`config.mk`:
```
export PLATFORM = sky130hd
export DESIGN_NAME = first_fit_segment_allocator_core
export DESIGN_NICKNAME = d
export VERILOG_FILES = /design/src/rtl/ffsa_pkg.sv /design/src/rtl/first_fit_segment_allocator_core.sv
export VERILOG_INCLUDE_DIRS = /design/src /design/src/rtl
export SDC_FILE = /design/constraint.sdc
export NUM_CORES = 2
export LEC_CHECK = 0
export ABC_AREA = 0
export BUFFER_PORTS_ARGS = -buffer_cell sky130_fd_sc_hd__clkbuf_2
export CAP_MARGIN = 10
export CORE_AREA = 5 5 515 517
export CTS_CLUSTER_SIZE = 8
export DETAILED_ROUTE_END_ITERATION = 8
export DIE_AREA = 0 0 520 522
export SLEW_MARGIN = 20
export SYNTH_ARGS = -nofsm -noshare
export SYNTH_HDL_FRONTEND = slang
export SYNTH_SLANG_ARGS = --single-unit
```
`constraint.sdc`:
```
create_clock -name clk -period 26.9 [get_ports clk]
set_input_delay 2.69 -clock clk [delete_from_list [all_inputs] [get_ports clk]]
set_output_delay 2.69 -clock clk [all_outputs]
set_load 0.05 [all_outputs]
```
`src/rtl/assert_macros.svh`:
```
// Assertion macros shared by the allocator RTL.
// Depends on signals named clk and rst_n in the module that includes it.
`ifndef ASSERT_MACROS_SVH
`define ASSERT_MACROS_SVH

// Same-cycle implication, disabled while reset is held.
`define ASSERT_IMPL(lbl, ante, cons) \
  lbl: assert property (@(posedge clk) disable iff (!rst_n) (ante) |-> (cons)) \
    else $error("assertion failed");

// Next-cycle implication, disabled while reset is held.
`define ASSERT_NEXT(lbl, ante, cons) \
  lbl: assert property (@(posedge clk) disable iff (!rst_n) (ante) |=> (cons)) \
    else $error("assertion failed");

`endif

```
`src/rtl/ffsa_pkg.sv`:
```
// Shared types and codes of the first-fit segment allocator.
// No dependencies.
package ffsa_pkg;

  // Fixed field widths.
  localparam int unsigned BASE_W   = 16;
  localparam int unsigned REQ_W    = 17;
  localparam int unsigned STATUS_W = 2;

  // Command codes.
  localparam logic CMD_ALLOC = 1'b0;
  localparam logic CMD_FREE  = 1'b1;

  // Status codes.
  localparam logic [STATUS_W-1:0] STAT_OK    = 2'd0;
  localparam logic [STATUS_W-1:0] STAT_NOFIT = 2'd1;
  localparam logic [STATUS_W-1:0] STAT_FULL  = 2'd2;

  // Sequencer states.
  typedef enum logic [2:0] {
    ST_IDLE,
    ST_SCAN_A,
    ST_SCAN_F,
    ST_DECIDE,
    ST_SHIFT_DN,
    ST_SHIFT_UP,
    ST_INSERT
  } st_t;

endpackage

```
`src/rtl/first_fit_segment_allocator_core.sv`:
```
// First-fit segment allocator: sorted free table in one synchronous memory.
// Depends on ffsa_pkg and assert_macros.svh.
//
// Channel   Direction  Ports                                       Handshake
// request   in         in_command, in_seg_size, in_seg_base        start && !busy
// result    out        out_alloc_base, out_status, out_free_total  out_valid strobe
//
// An item walks the free table one entry a cycle through the memory read port,
// then shifts entries one a cycle when an entry is removed or inserted.
// Allocate scans to the first entry that fits and, when it uses that entry up,
// closes the gap behind it by shifting the later entries down.
// Free scans until it passes its base or the table ends, then decides and,
// when it inserts, shifts the later entries up and then writes the new one.
// The result strobes in the cycle after the item finishes; the receiver
// cannot stall. Reset is synchronous; no clearing pass.
`include "assert_macros.svh"

module first_fit_segment_allocator_core #(
  parameter int unsigned POOL_WORDS    = 65536,
  parameter int unsigned TABLE_ENTRIES = 64
) (
  input  logic                           clk,
  input  logic                           rst_n,
  input  logic                           start,
  output logic                           busy,
  input  logic                           in_command,
  input  logic [ffsa_pkg::REQ_W-1:0]     in_seg_size,
  input  logic [ffsa_pkg::BASE_W-1:0]    in_seg_base,
  output logic                           out_valid,
  output logic [ffsa_pkg::BASE_W-1:0]    out_alloc_base,
  output logic [ffsa_pkg::STATUS_W-1:0]  out_status,
  output logic [ffsa_pkg::REQ_W-1:0]     out_free_total
);

  localparam int unsigned BW  = ffsa_pkg::BASE_W;
  localparam int unsigned PW  = $clog2(POOL_WORDS + 1);
  localparam int unsigned SW  = (PW > ffsa_pkg::REQ_W) ? PW : ffsa_pkg::REQ_W;
  localparam int unsigned AW  = (TABLE_ENTRIES > 1) ? $clog2(TABLE_ENTRIES) : 1;
  localparam int unsigned CW  = $clog2(TABLE_ENTRIES + 1);
  localparam int unsigned EW  = BW + SW;

  localparam logic [SW-1:0] POOL_S = SW'(POOL_WORDS);
  localparam logic [CW-1:0] TE_C   = CW'(TABLE_ENTRIES);

  // Adds two sizes and clamps at the pool size.
  function automatic logic [SW-1:0] sat_add(input logic [SW-1:0] a, input logic [SW-1:0] b);
    logic [SW:0] s;
    s = {1'b0, a} + {1'b0, b};
    return (s > {1'b0, POOL_S}) ? POOL_S : s[SW-1:0];
  endfunction

  // Free table memory and its read port.
  logic [EW-1:0] mem [TABLE_ENTRIES];
  logic [EW-1:0] rdata_r;
  logic          rd_init_r;
  logic          init_r;
  logic [AW-1:0] rd_addr;
  logic          we;
  logic [AW-1:0] wa;
  logic [EW-1:0] wd;

  ffsa_pkg::st_t state_r, state_nxt;

  logic                    cmd_r, cmd_nxt;
  logic [SW-1:0]           req_r, req_nxt;
  logic [BW-1:0]           base_r, base_nxt;
  logic [CW-1:0]           idx_r, idx_nxt;
  logic [CW-1:0]           pos_r, pos_nxt;
  logic [CW-1:0]           count_r, count_nxt;
  logic [SW-1:0]           free_r, free_nxt;
  logic [BW-1:0]           grant_r, grant_nxt;
  logic [BW-1:0]           prev_base_r, prev_base_nxt;
  logic [SW-1:0]           prev_size_r, prev_size_nxt;
  logic                    has_prev_r, has_prev_nxt;
  logic [BW-1:0]           succ_base_r, succ_base_nxt;
  logic [SW-1:0]           succ_size_r, succ_size_nxt;
  logic                    has_succ_r, has_succ_nxt;
  logic                    out_valid_r, out_valid_nxt;
  logic [BW-1:0]           out_base_r, out_base_nxt;
  logic [ffsa_pkg::STATUS_W-1:0] out_status_r, out_status_nxt;
  logic [ffsa_pkg::REQ_W-1:0]    out_total_r, out_total_nxt;

  logic [EW-1:0] eff;
  logic [BW-1:0] e_base;
  logic [SW-1:0] e_size;
  logic [CW-1:0] idx1, idx2, idxm1, posm1, posp1;
  logic          jp, jn;

  always_ff @(posedge clk) begin
    if (we) begin
      mem[wa] <= wd;
    end
    rdata_r   <= mem[rd_addr];
    rd_init_r <= init_r && (rd_addr == '0);
  end

  // Entry zero reads as the whole pool until it is first written.
  assign eff    = rd_init_r ? {{BW{1'b0}}, POOL_S} : rdata_r;
  assign e_base = eff[EW-1:SW];
  assign e_size = eff[SW-1:0];

  assign idx1  = idx_r + CW'(1);
  assign idx2  = idx_r + CW'(2);
  assign idxm1 = idx_r - CW'(1);
  assign posm1 = pos_r - CW'(1);
  assign posp1 = pos_r + CW'(1);

  // Touching tests on widened sums, without wrap.
  assign jp = has_prev_r && (({1'b0, SW'(prev_base_r)} + {1'b0, prev_size_r}) ==
                             {1'b0, SW'(base_r)});
  assign jn = has_succ_r && (({1'b0, SW'(base_r)} + {1'b0, req_r}) ==
                             {1'b0, SW'(succ_base_r)});

  // Control registers.
  always_ff @(posedge clk) begin
    if (!rst_n) begin
      state_r     <= ffsa_pkg::ST_IDLE;
      count_r     <= CW'(1);
      free_r      <= POOL_S;
      init_r      <= 1'b1;
      out_valid_r <= 1'b0;
    end else begin
      state_r     <= state_nxt;
      count_r     <= count_nxt;
      free_r      <= free_nxt;
      out_valid_r <= out_valid_nxt;
      if (we && (wa == '0)) begin
        init_r <= 1'b0;
      end
    end
  end

  // Payload registers.
  always_ff @(posedge clk) begin
    cmd_r        <= cmd_nxt;
    req_r        <= req_nxt;
    base_r       <= base_nxt;
    idx_r        <= idx_nxt;
    pos_r        <= pos_nxt;
    grant_r      <= grant_nxt;
    prev_base_r  <= prev_base_nxt;
    prev_size_r  <= prev_size_nxt;
    has_prev_r   <= has_prev_nxt;
    succ_base_r  <= succ_base_nxt;
    succ_size_r  <= succ_size_nxt;
    has_succ_r   <= has_succ_nxt;
    out_base_r   <= out_base_nxt;
    out_status_r <= out_status_nxt;
    out_total_r  <= out_total_nxt;
  end

  // Sequencer: next state, memory accesses and result.
  always_comb begin
    logic fin;
    logic [ffsa_pkg::STATUS_W-1:0] st;
    fin            = 1'b0;
    st             = ffsa_pkg::STAT_OK;
    state_nxt      = state_r;
    cmd_nxt        = cmd_r;
    req_nxt        = req_r;
    base_nxt       = base_r;
    idx_nxt        = idx_r;
    pos_nxt        = pos_r;
    count_nxt      = count_r;
    free_nxt       = free_r;
    grant_nxt      = grant_r;
    prev_base_nxt  = prev_base_r;
    prev_size_nxt  = prev_size_r;
    has_prev_nxt   = has_prev_r;
    succ_base_nxt  = succ_base_r;
    succ_size_nxt  = succ_size_r;
    has_succ_nxt   = has_succ_r;
    out_valid_nxt  = 1'b0;
    out_base_nxt   = out_base_r;
    out_status_nxt = out_status_r;
    out_total_nxt  = out_total_r;
    rd_addr        = idx1[AW-1:0];
    we             = 1'b0;
    wa             = idx_r[AW-1:0];
    wd             = eff;

    unique case (state_r)
      ffsa_pkg::ST_IDLE: begin
        rd_addr = '0;
        if (start) begin
          cmd_nxt      = in_command;
          req_nxt      = SW'(in_seg_size);
          base_nxt     = in_seg_base;
          idx_nxt      = '0;
          grant_nxt    = '0;
          has_prev_nxt = 1'b0;
          has_succ_nxt = 1'b0;
          pos_nxt      = '0;
          if (in_command == ffsa_pkg::CMD_ALLOC) begin
            if (count_r == '0) begin
              fin = 1'b1;
              st  = ffsa_pkg::STAT_NOFIT;
            end else begin
              state_nxt = ffsa_pkg::ST_SCAN_A;
            end
          end else if (in_seg_size == '0) begin
            fin = 1'b1;
          end else if (count_r == '0) begin
            state_nxt = ffsa_pkg::ST_DECIDE;
          end else begin
            state_nxt = ffsa_pkg::ST_SCAN_F;
          end
        end
      end

      ffsa_pkg::ST_SCAN_A: begin
        if (e_size >= req_r) begin
          grant_nxt = e_base;
          free_nxt  = (free_r >= req_r) ? free_r - req_r : '0;
          if (e_size == req_r) begin
            if (idx1 < count_r) begin
              state_nxt = ffsa_pkg::ST_SHIFT_DN;
            end else begin
              count_nxt = count_r - CW'(1);
              fin       = 1'b1;
            end
          end else begin
            we  = 1'b1;
            wd  = {e_base + req_r[BW-1:0], e_size - req_r};
            fin = 1'b1;
          end
        end else if (idx1 >= count_r) begin
          fin = 1'b1;
          st  = ffsa_pkg::STAT_NOFIT;
        end else begin
          idx_nxt = idx1;
        end
      end

      ffsa_pkg::ST_SCAN_F: begin
        if (e_base <= base_r) begin
          prev_base_nxt = e_base;
          prev_size_nxt = e_size;
          has_prev_nxt  = 1'b1;
          if (idx1 >= count_r) begin
            pos_nxt   = count_r;
            state_nxt = ffsa_pkg::ST_DECIDE;
          end else begin
            idx_nxt = idx1;
          end
        end else begin
          pos_nxt       = idx_r;
          succ_base_nxt = e_base;
          succ_size_nxt = e_size;
          has_succ_nxt  = 1'b1;
          state_nxt     = ffsa_pkg::ST_DECIDE;
        end
      end

      ffsa_pkg::ST_DECIDE: begin
        if (!jp && !jn && (count_r >= TE_C)) begin
          fin = 1'b1;
          st  = ffsa_pkg::STAT_FULL;
        end else begin
          free_nxt = sat_add(free_r, req_r);
          if (jp && jn) begin
            we = 1'b1;
            wa = posm1[AW-1:0];
            wd = {prev_base_r, sat_add(prev_size_r, sat_add(req_r, succ_size_r))};
            if (posp1 < count_r) begin
              rd_addr   = posp1[AW-1:0];
              idx_nxt   = pos_r;
              state_nxt = ffsa_pkg::ST_SHIFT_DN;
            end else begin
              count_nxt = count_r - CW'(1);
              fin       = 1'b1;
            end
          end else if (jp) begin
            we  = 1'b1;
            wa  = posm1[AW-1:0];
            wd  = {prev_base_r, sat_add(prev_size_r, req_r)};
            fin = 1'b1;
          end else if (jn) begin
            we  = 1'b1;
            wa  = pos_r[AW-1:0];
            wd  = {base_r, sat_add(req_r, succ_size_r)};
            fin = 1'b1;
          end else if (pos_r == count_r) begin
            we        = 1'b1;
            wa        = pos_r[AW-1:0];
            wd        = {base_r, sat_add(req_r, '0)};
            count_nxt = count_r + CW'(1);
            fin       = 1'b1;
          end else begin
            rd_addr   = AW'(count_r - CW'(1));
            idx_nxt   = count_r;
            state_nxt = ffsa_pkg::ST_SHIFT_UP;
          end
        end
      end

      ffsa_pkg::ST_SHIFT_DN: begin
        // Close the gap: entry idx+1 moves down to idx.
        we      = 1'b1;
        wa      = idx_r[AW-1:0];
        wd      = eff;
        rd_addr = idx2[AW-1:0];
        idx_nxt = idx1;
        if (idx2 >= count_r) begin
          count_nxt = count_r - CW'(1);
          fin       = 1'b1;
        end
      end

      ffsa_pkg::ST_SHIFT_UP: begin
        // Open a gap: entry idx-1 moves up to idx.
        we = 1'b1;
        wa = idx_r[AW-1:0];
        wd = eff;
        if (idxm1 == pos_r) begin
          state_nxt = ffsa_pkg::ST_INSERT;
        end else begin
          rd_addr = AW'(idx_r - CW'(2));
          idx_nxt = idxm1;
        end
      end

      ffsa_pkg::ST_INSERT: begin
        we        = 1'b1;
        wa        = pos_r[AW-1:0];
        wd        = {base_r, sat_add(req_r, '0)};
        count_nxt = count_r + CW'(1);
        fin       = 1'b1;
      end

      default: begin
        state_nxt = ffsa_pkg::ST_IDLE;
      end
    endcase

    // Result beat for the finished item.
    if (fin) begin
      state_nxt      = ffsa_pkg::ST_IDLE;
      out_valid_nxt  = 1'b1;
      out_status_nxt = st;
      out_base_nxt   = (st == ffsa_pkg::STAT_OK) ? grant_nxt : '0;
      out_total_nxt  = free_nxt[ffsa_pkg::REQ_W-1:0];
    end
  end

  assign busy           = (state_r != ffsa_pkg::ST_IDLE);
  assign out_valid      = out_valid_r;
  assign out_alloc_base = out_base_r;
  assign out_status     = out_status_r;
  assign out_free_total = out_total_r;

  // The table never holds more entries than it has room for.
  `ASSERT_IMPL(a_count_bound, 1'b1, count_r <= TE_C)
  // An accepted beat that needs work makes the block busy or gives a result.
  `ASSERT_NEXT(a_accept_moves, start && !busy, busy || out_valid)
  // A failed item never grants a base.
  `ASSERT_IMPL(a_fail_zero, out_valid && (out_status != ffsa_pkg::STAT_OK),
               out_alloc_base == '0)
  // Entry zero stops reading as the pool once it has been written.
  `ASSERT_NEXT(a_init_clear, we && (wa == '0), !init_r)

endmodule
```
### Word level (Yosys, flattened, before mapping)

Memories as Yosys holds them, arrays and structs flattened. A register that Yosys moved wholly into a read port is not among the register bits.
Index checks and enable logic that the tools add are counted.

| cells by class | value |
|---|---|
| bitwise logic cells | 3 |
| multiplexer cells | 115 |
| add/sub/neg operators | 17 |
| reductions and logical operators | 31 |
| $lt $le $gt $ge | 13 |
| equality and inequality tests | 32 |

Operators with widths:

| operator | count |
|---|---|
| 33-bit two-way mux | 8 |
| 7-bit two-way mux | 23 |
| 17-bit two-way mux | 8 |
| 33-bit one-hot mux with 3 select lines | 1 |
| 17-bit by 17-bit adder with 18-bit output | 4 |
| 18-bit by 17-bit greater-than comparator with 1-bit output (second input constant) | 4 |
| 6-bit two-way mux | 12 |
| 3-bit two-way mux | 16 |
| 7-bit one-hot mux with 6 select lines | 1 |
| 16-bit by 17-bit adder with 18-bit output | 2 |
| 18-bit by 16-bit == test with 1-bit output | 2 |
| 17-bit greater-or-equal comparator | 2 |
| 17-bit one-hot mux with 2 select lines | 1 |
| 17-bit subtractor | 2 |
| 16-bit two-way mux | 2 |
| 16-bit one-hot mux with 2 select lines | 1 |
| 1-bit two-way mux | 31 |
| 7-bit one-hot mux with 4 select lines | 1 |
| 3-bit inequality test (second input constant) | 9 |
| 2-bit inequality test (second input constant) | 12 |
| 6-bit one-hot mux with 4 select lines | 1 |
| 7-bit by 1-bit adder with 7-bit output (second input constant) | 3 |
| 10-bit AND reduction | 2 |
| 3-bit one-hot mux with 6 select lines | 1 |
| other kinds (39) | 62 |

| word-level totals | value |
|---|---|
| memories kept | 1 |
| input bits | 37 |
| flip-flop bits (word level) | 196 |
| word-level logic and storage cells | 232 |
| RAM bits | 2112 |
| output and inout bits | 37 |

Memory list:

| name | depth | width | read ports | clocked after Yosys merged registers in | wr ports | line | source |
|---|---|---|---|---|---|---|---|
| mem | 64 | 33 | 1 | 1 | 1 | first_fit_segment_allocator_core.sv:53 | `logic [EW-1:0] mem [TABLE_ENTRIES];` |

### Longest topological paths before layout

| logic depth | value |
|---|---|
| depth after elaboration | 10 |
| mapped depth | 35 |
| gate-level depth less buffers | 33 |

### Worst setup path before layout

Ideal clock, no wire load.

| timing | value |
|---|---|
| path kind | reg-to-reg |
| from | register req_r[1] |
| to | memory mem[0][13] (netlist name) (data pin) |
| slack | 16.522 ns |
| stages on the path, launching flop included | 33 |
| buffers on the path | 2 |
| required time | 26.179 ns |
| data arrival time | 9.658 ns |
| setup time | 0.721 ns |
| clock period less this slack | 10.378 ns |
| path through | edfxtp_1 inv_1 fa_1 nor2b_1 o21ai_0 a21boi_0 o21ai_0 a21boi_0 o21ai_0 a21oi_1 or3_1 a2111oi_0 nand4_1 o41a_1 clkbuf_1 nor2b_1 ha_1 inv_1 fa_1 nor2b_1 o21ai_0 a21boi_0 nor2_1 or4b_2 nor4_1 o21ai_0 a2111oi_0 o2111ai_1 o311ai_0 and2_1 clkbuf_1 a221oi_1 a211oi_1 |

| between the ends | value |
|---|---|
| word-level cells in the longest chain between the ends | 9 |
| elaborated cells on any way between the ends | 29 |
| those cells by class | add/sub: 5; order compare: 5; eq/ne: 2; mux: 12; reduce/logical: 5 |

Ends and longest elaborated chain:

| element | line | source |
|---|---|---|
| start: declaration | first_fit_segment_allocator_core.sv:65 | `logic [SW-1:0] req_r, req_nxt;` |
| start signal: assignment | first_fit_segment_allocator_core.sv:136 | `req_r <= req_nxt;` |
| 17-bit by 17-bit adder with 18-bit output | first_fit_segment_allocator_core.sv:48 | `s = {1'b0, a} + {1'b0, b};` |
| 18-bit by 17-bit greater-than comparator with 1-bit output | first_fit_segment_allocator_core.sv:49 | `return (s > {1'b0, POOL_S}) ? POOL_S : s[SW-1:0];` |
| 17-bit two-way mux | first_fit_segment_allocator_core.sv:49 |  |
| 17-bit by 17-bit adder with 18-bit output | first_fit_segment_allocator_core.sv:48 |  |
| 18-bit by 17-bit greater-than comparator with 1-bit output | first_fit_segment_allocator_core.sv:49 |  |
| 17-bit two-way mux | first_fit_segment_allocator_core.sv:49 |  |
| 33-bit two-way mux | first_fit_segment_allocator_core.sv:261 | `if (jp && jn) begin` |
| 33-bit two-way mux | first_fit_segment_allocator_core.sv:256 | `if (!jp && !jn && (count_r >= TE_C)) begin` |
| 33-bit one-hot mux with 3 select lines * | first_fit_segment_allocator_core.sv:182 | `unique case (state_r)` |
| named net wd[13] | first_fit_segment_allocator_core.sv:60 | `logic [EW-1:0] wd;` |
| end: declaration | first_fit_segment_allocator_core.sv:53 |  |

The timed path passes the listed nets; every way through them passes the cells marked *.

### Worst setup path in the final report

| timing | value |
|---|---|
| from | register req_r[1] |
| to | register rdata_r[23], read port of mem |

| between the ends | value |
|---|---|
| word-level cells in the longest chain between the ends | 8 |
| elaborated cells on any way between the ends | 12 |
| those cells by class | add/sub: 1; eq/ne: 1; mux: 5; reduce/logical: 5 |

Ends and longest elaborated chain:

| element | line | source |
|---|---|---|
| 16-bit by 17-bit adder with 18-bit output * | first_fit_segment_allocator_core.sv:111 | `assign jn = has_succ_r && (({1'b0, SW'(base_r)} + {1'b0, req_r}) ==` |
| 18-bit by 16-bit == test with 1-bit output * | first_fit_segment_allocator_core.sv:111 |  |
| 1-bit logical AND * | first_fit_segment_allocator_core.sv:111 |  |
| 6-bit two-way mux / 1-bit logical NOT (equally long branches) | first_fit_segment_allocator_core.sv:278, first_fit_segment_allocator_core.sv:256 |  |
| 6-bit two-way mux / 1-bit logical AND (equally long branches) | first_fit_segment_allocator_core.sv:273, first_fit_segment_allocator_core.sv:256 |  |
| 6-bit two-way mux / 1-bit logical AND (equally long branches) | first_fit_segment_allocator_core.sv:261, first_fit_segment_allocator_core.sv:256 |  |
| 6-bit two-way mux * | first_fit_segment_allocator_core.sv:256 |  |
| 6-bit one-hot mux with 4 select lines * | first_fit_segment_allocator_core.sv:182 |  |
| end: declaration | first_fit_segment_allocator_core.sv:54 | `logic [EW-1:0] rdata_r;` |

Mark *: on every way between the ends. The rest lies on a longest branch, timed or not.
A chain may end at the register's enable or synchronous reset.

==> results.ini <==
[min_path]
hold_path_depth=2
hold_start=grant_r[7]$_DFF_P_
hold_class=reg2reg
min_to=grant_r[7]$_DFF_P_

[power]
power_switching_mw=6.22
switching_share_pct=41.2
seqPwrFrac_pct=33.6
intPower_mw=8.89
power.leakage_nw=41.8
clkPwrFrac_pct=25.3
p_total_mw=15.1
ir_drop_mv=0.102
p_per_area_nw_per_um2=128
combPwrFrac_pct=41.1

[clock_tree]
cts_made_buffers=345
post_cts_buffers=0
clk_pin_slew_worst_paths_ns=0.05
insertion_delay_ns=0.97
cts.sinks=2341
cts_htree_levels=5
clock-root-buffer=clkbuf_16
cts_max_path_buffers=4
cts_hold_buf=0
tritoncts=yes
cts_repair_resize_count=0

[floorplanning]
die_w_um=520
die_y_um=522
rows=188
initial_core_util_pct=39.7
pin_count=74
die-area_um2=271000
core_area_um2=261000

[synth]
synth_area_um2=103000
ys_warn_count=0
seq_area_frac_synth_pct=67.2
synth_edf_count=2262
synth_seq_cells=2341
synth_nets=8700
avgSynthCellArea_um2=12.2
netlist_instances=8457
ys_types=100
synth_ff_type=edfxtp_1
synthArstFlopShare_pct=0

[sta]
final.min_clock_period_ns=10.04
fmax_mhz=99.6
tightest_slew_ns=1.17
hold_violations=0
finalSetupViolations=0
relSlewSlack_pct=22.3
min_period_over_period_pct=37.3
tns_ns=0
skew_ns=0.0985
finalMaxSlewViolations=0
layout_setup_ws_ns=16.86
rsz0062_at_grt=no

[route]
dr.pass1.iters=7
dr.first_iter.drc_count=8567
vias=72500
ant_nets=0
avgRoutedWirePerCell_um=29.3
vias_per_cell=5.95
drcViolationCount=0
wl_mm=357

[grt]
overflow=0
grt_pass1_wl_mm=506
grt_use_total_pct=25.6
grt_pass1_vias=68600
grt_max_degree=161
grt_antenna_before_repair=13

[job]
maxCapViolations=0

[worst_setup_path]
rr_endpoint=rdata_r[23]$_DFF_P_
end_kind=register
worstSetupStartpointType=register
rr_startpoint=req_r[1]$_DFFE_PP_
path_class=reg2reg
cp_max_fo=81
r2r_slack_ns=16.86
cp.arrival_ns=10.92
cp.required_ns=27.78
r2r_cells=23

[layout]
nNetsFinal=8885
drive_gt1_share_pct=9.83
area_growth_pct=14.3

[placement]
dp_slack_ns=16.78
portBuffers=73
gp_congestion=0.911
dp_hpwl_mm=203

[run_status]
outcome=complete, no violations

## cell type report
type                            count  area (um2)
Antenna cell                       10        25.0
Clock buffer                      461        9250
Clock inverter                      9        76.3
Fill cell                       23200      142000
Inverter                          154         578
Multi-Input combinational cell   5483       32300
Sequential cell                  2341       69500
Tap cell                         3420        4280
Timing Repair Buffer              317        2250
## critical path, stage by stage, from the launching register on
cell and delay [ns]:
edfxtp_1 0.68, inv_1 0.45, fa_1 0.56, nor2b_1 0.23, o221ai_1 0.25, a21oi_1 0.25, o211ai_1 0.17, mux2i_1 0.18
a2111oi_2 0.79, nand2b_1 0.12, buf_4 0.26, or4_1 0.53, nand3_1 0.16, and3_4 0.64, buf_4 0.69, buf_4 0.66
buf_4 0.87, buf_4 0.75, buf_4 0.82, nand2_1 0.12, nand3_1 0.12, nand3_1 0.11, nand4_1 0.24, a311o_1 0.16
## worst max-delay path by stage
stage / from / endpoint / slack (ns) / depth (start not counted)
after global routing: req_r[1]$_DFFE_PP_ / mem[23][1]$_DFFE_PP_ / 16.25 / 33
after CTS: req_r[1]$_DFFE_PP_ / mem[45][5]$_DFFE_PP_ / 16.75 / 31
after global placement: req_r[1]$_DFFE_PP_ / mem[44][5]$_DFFE_PP_ / 16.61 / 31
after floorplan: req_r[1]$_DFFE_PP_ / mem[0][13]$_DFFE_PP_ / 16.52 / 32
final: req_r[1]$_DFFE_PP_ / rdata_r[23]$_DFF_P_ / 16.86 / 23
after detailed placement: req_r[1]$_DFFE_PP_ / mem[44][5]$_DFFE_PP_ / 16.78 / 31
## registers in the layout (all words and copies together), names as in the netlist
register,flops
out_status,2
out_free_total,17
base_r,16
pos_r,7
has_prev_r,1
mem,2112
grant_r,16
prev_base_r,16
rd_init_r,1
prev_size_r,17
req_r,17
out_alloc_base,16
idx_r,7
state_r,3
count_r,7
free_r,17
init_r,1
rdata_r,33
out_valid,1
succ_base_r,16
has_succ_r,1
succ_size_r,17
## power groups by stage
stage	Clock (mW)	Sequential [mW]	Combinational [mW]
after global routing	4.04	5.08	6.57
after floorplan	0	5.17	3.54
after CTS	3.87	5.07	6.14
after global placement	0	5.14	6.04
after detailed placement	0	5.14	6.11
final	3.82	5.08	6.20
## per-layer routing
layer / up-vias / track usage, % / wire length (um)
li1: 31700 / - / -
met1: 36400 / 34.5 / 143000
met2: 3738 / 40.7 / 165000
met3: 673 / 4.91 / 32200
met4: 4 / 11.0 / 16900
met5: - / 0 / 27
## metrics by stage
step	hold WS, ns	utilization [%]	cells	area (um2)
after floorplan	0.424	-	8457	103000
after global placement	0.459	41.8	11700	109000
after detailed placement	0.464	41.8	11700	109000
after CTS	0.475	45.4	12200	118000
after global routing	0.500	45.4	12200	118000
final	0.475	45.4	12200	118000
## layout by cell type, fill, tap and decap left out, types with 15 or more instances in the layout
cell type     n
edfxtp_1   2262
nand2_1    1913
nand3_1    1112
clkbuf_16   353
mux2i_1     289
buf_4       240
a21oi_1     229
ha_1        197
nor2_1      184
o21ai_0     180
inv_1       152
xnor2_1     131
clkbuf_1    107
nand4_1      99
dfxtp_1      79
nor2_4       74
clkbuf_2     73
a32oi_1      59
nor3_1       53
a221oi_1     53
xor2_1       52
and3_1       50
and2_1       48
nor2b_1      47
a31oi_1      42
nand2b_1     40
a311o_1      39
a311oi_1     37
a21o_1       36
a211oi_1     35
o21bai_1     32
nor4_1       29
o21a_1       25
o211ai_1     23
or3_1        19
or4_1        18
a21boi_0     16
a211o_1      16
o21ai_4      15
## synthesized netlist by cell type, types with 52 or more instances
| cell | number | area share (%) |
|---|---|---|
| edfxtp_1 | 2262 | 66 |
| nand2_1 | 1917 | 7.0 |
| nand3_1 | 1113 | 5.4 |
| mux2i_1 | 289 | 2.8 |
| clkbuf_1 | 286 | 1.0 |
| nor2_1 | 261 | 0.95 |
| a21oi_1 | 234 | 1.1 |
| ha_1 | 197 | 2.4 |
| o21ai_0 | 195 | 0.94 |
| inv_1 | 153 | 0.56 |
| buf_2 | 139 | 0.67 |
| xnor2_1 | 131 | 1.1 |
| nand4_1 | 99 | 0.60 |
| dfxtp_1 | 79 | 1.5 |
| a32oi_1 | 60 | 0.51 |
| nor3_1 | 55 | 0.27 |
| a221oi_1 | 53 | 0.45 |
| xor2_1 | 52 | 0.44 |
## cells by family after synthesis
logic type      after synthesis  synth area share (%)
simple gates               3759                  16.2
buf+inv                     633                  2.58
compound gates             1036                  6.99
xor+xnor                    185                  1.59
mux                         297                  2.88
flops                      2341                  67.2
fa+ha+maj                   206                  2.56
(Power assumes the default switching activity.)
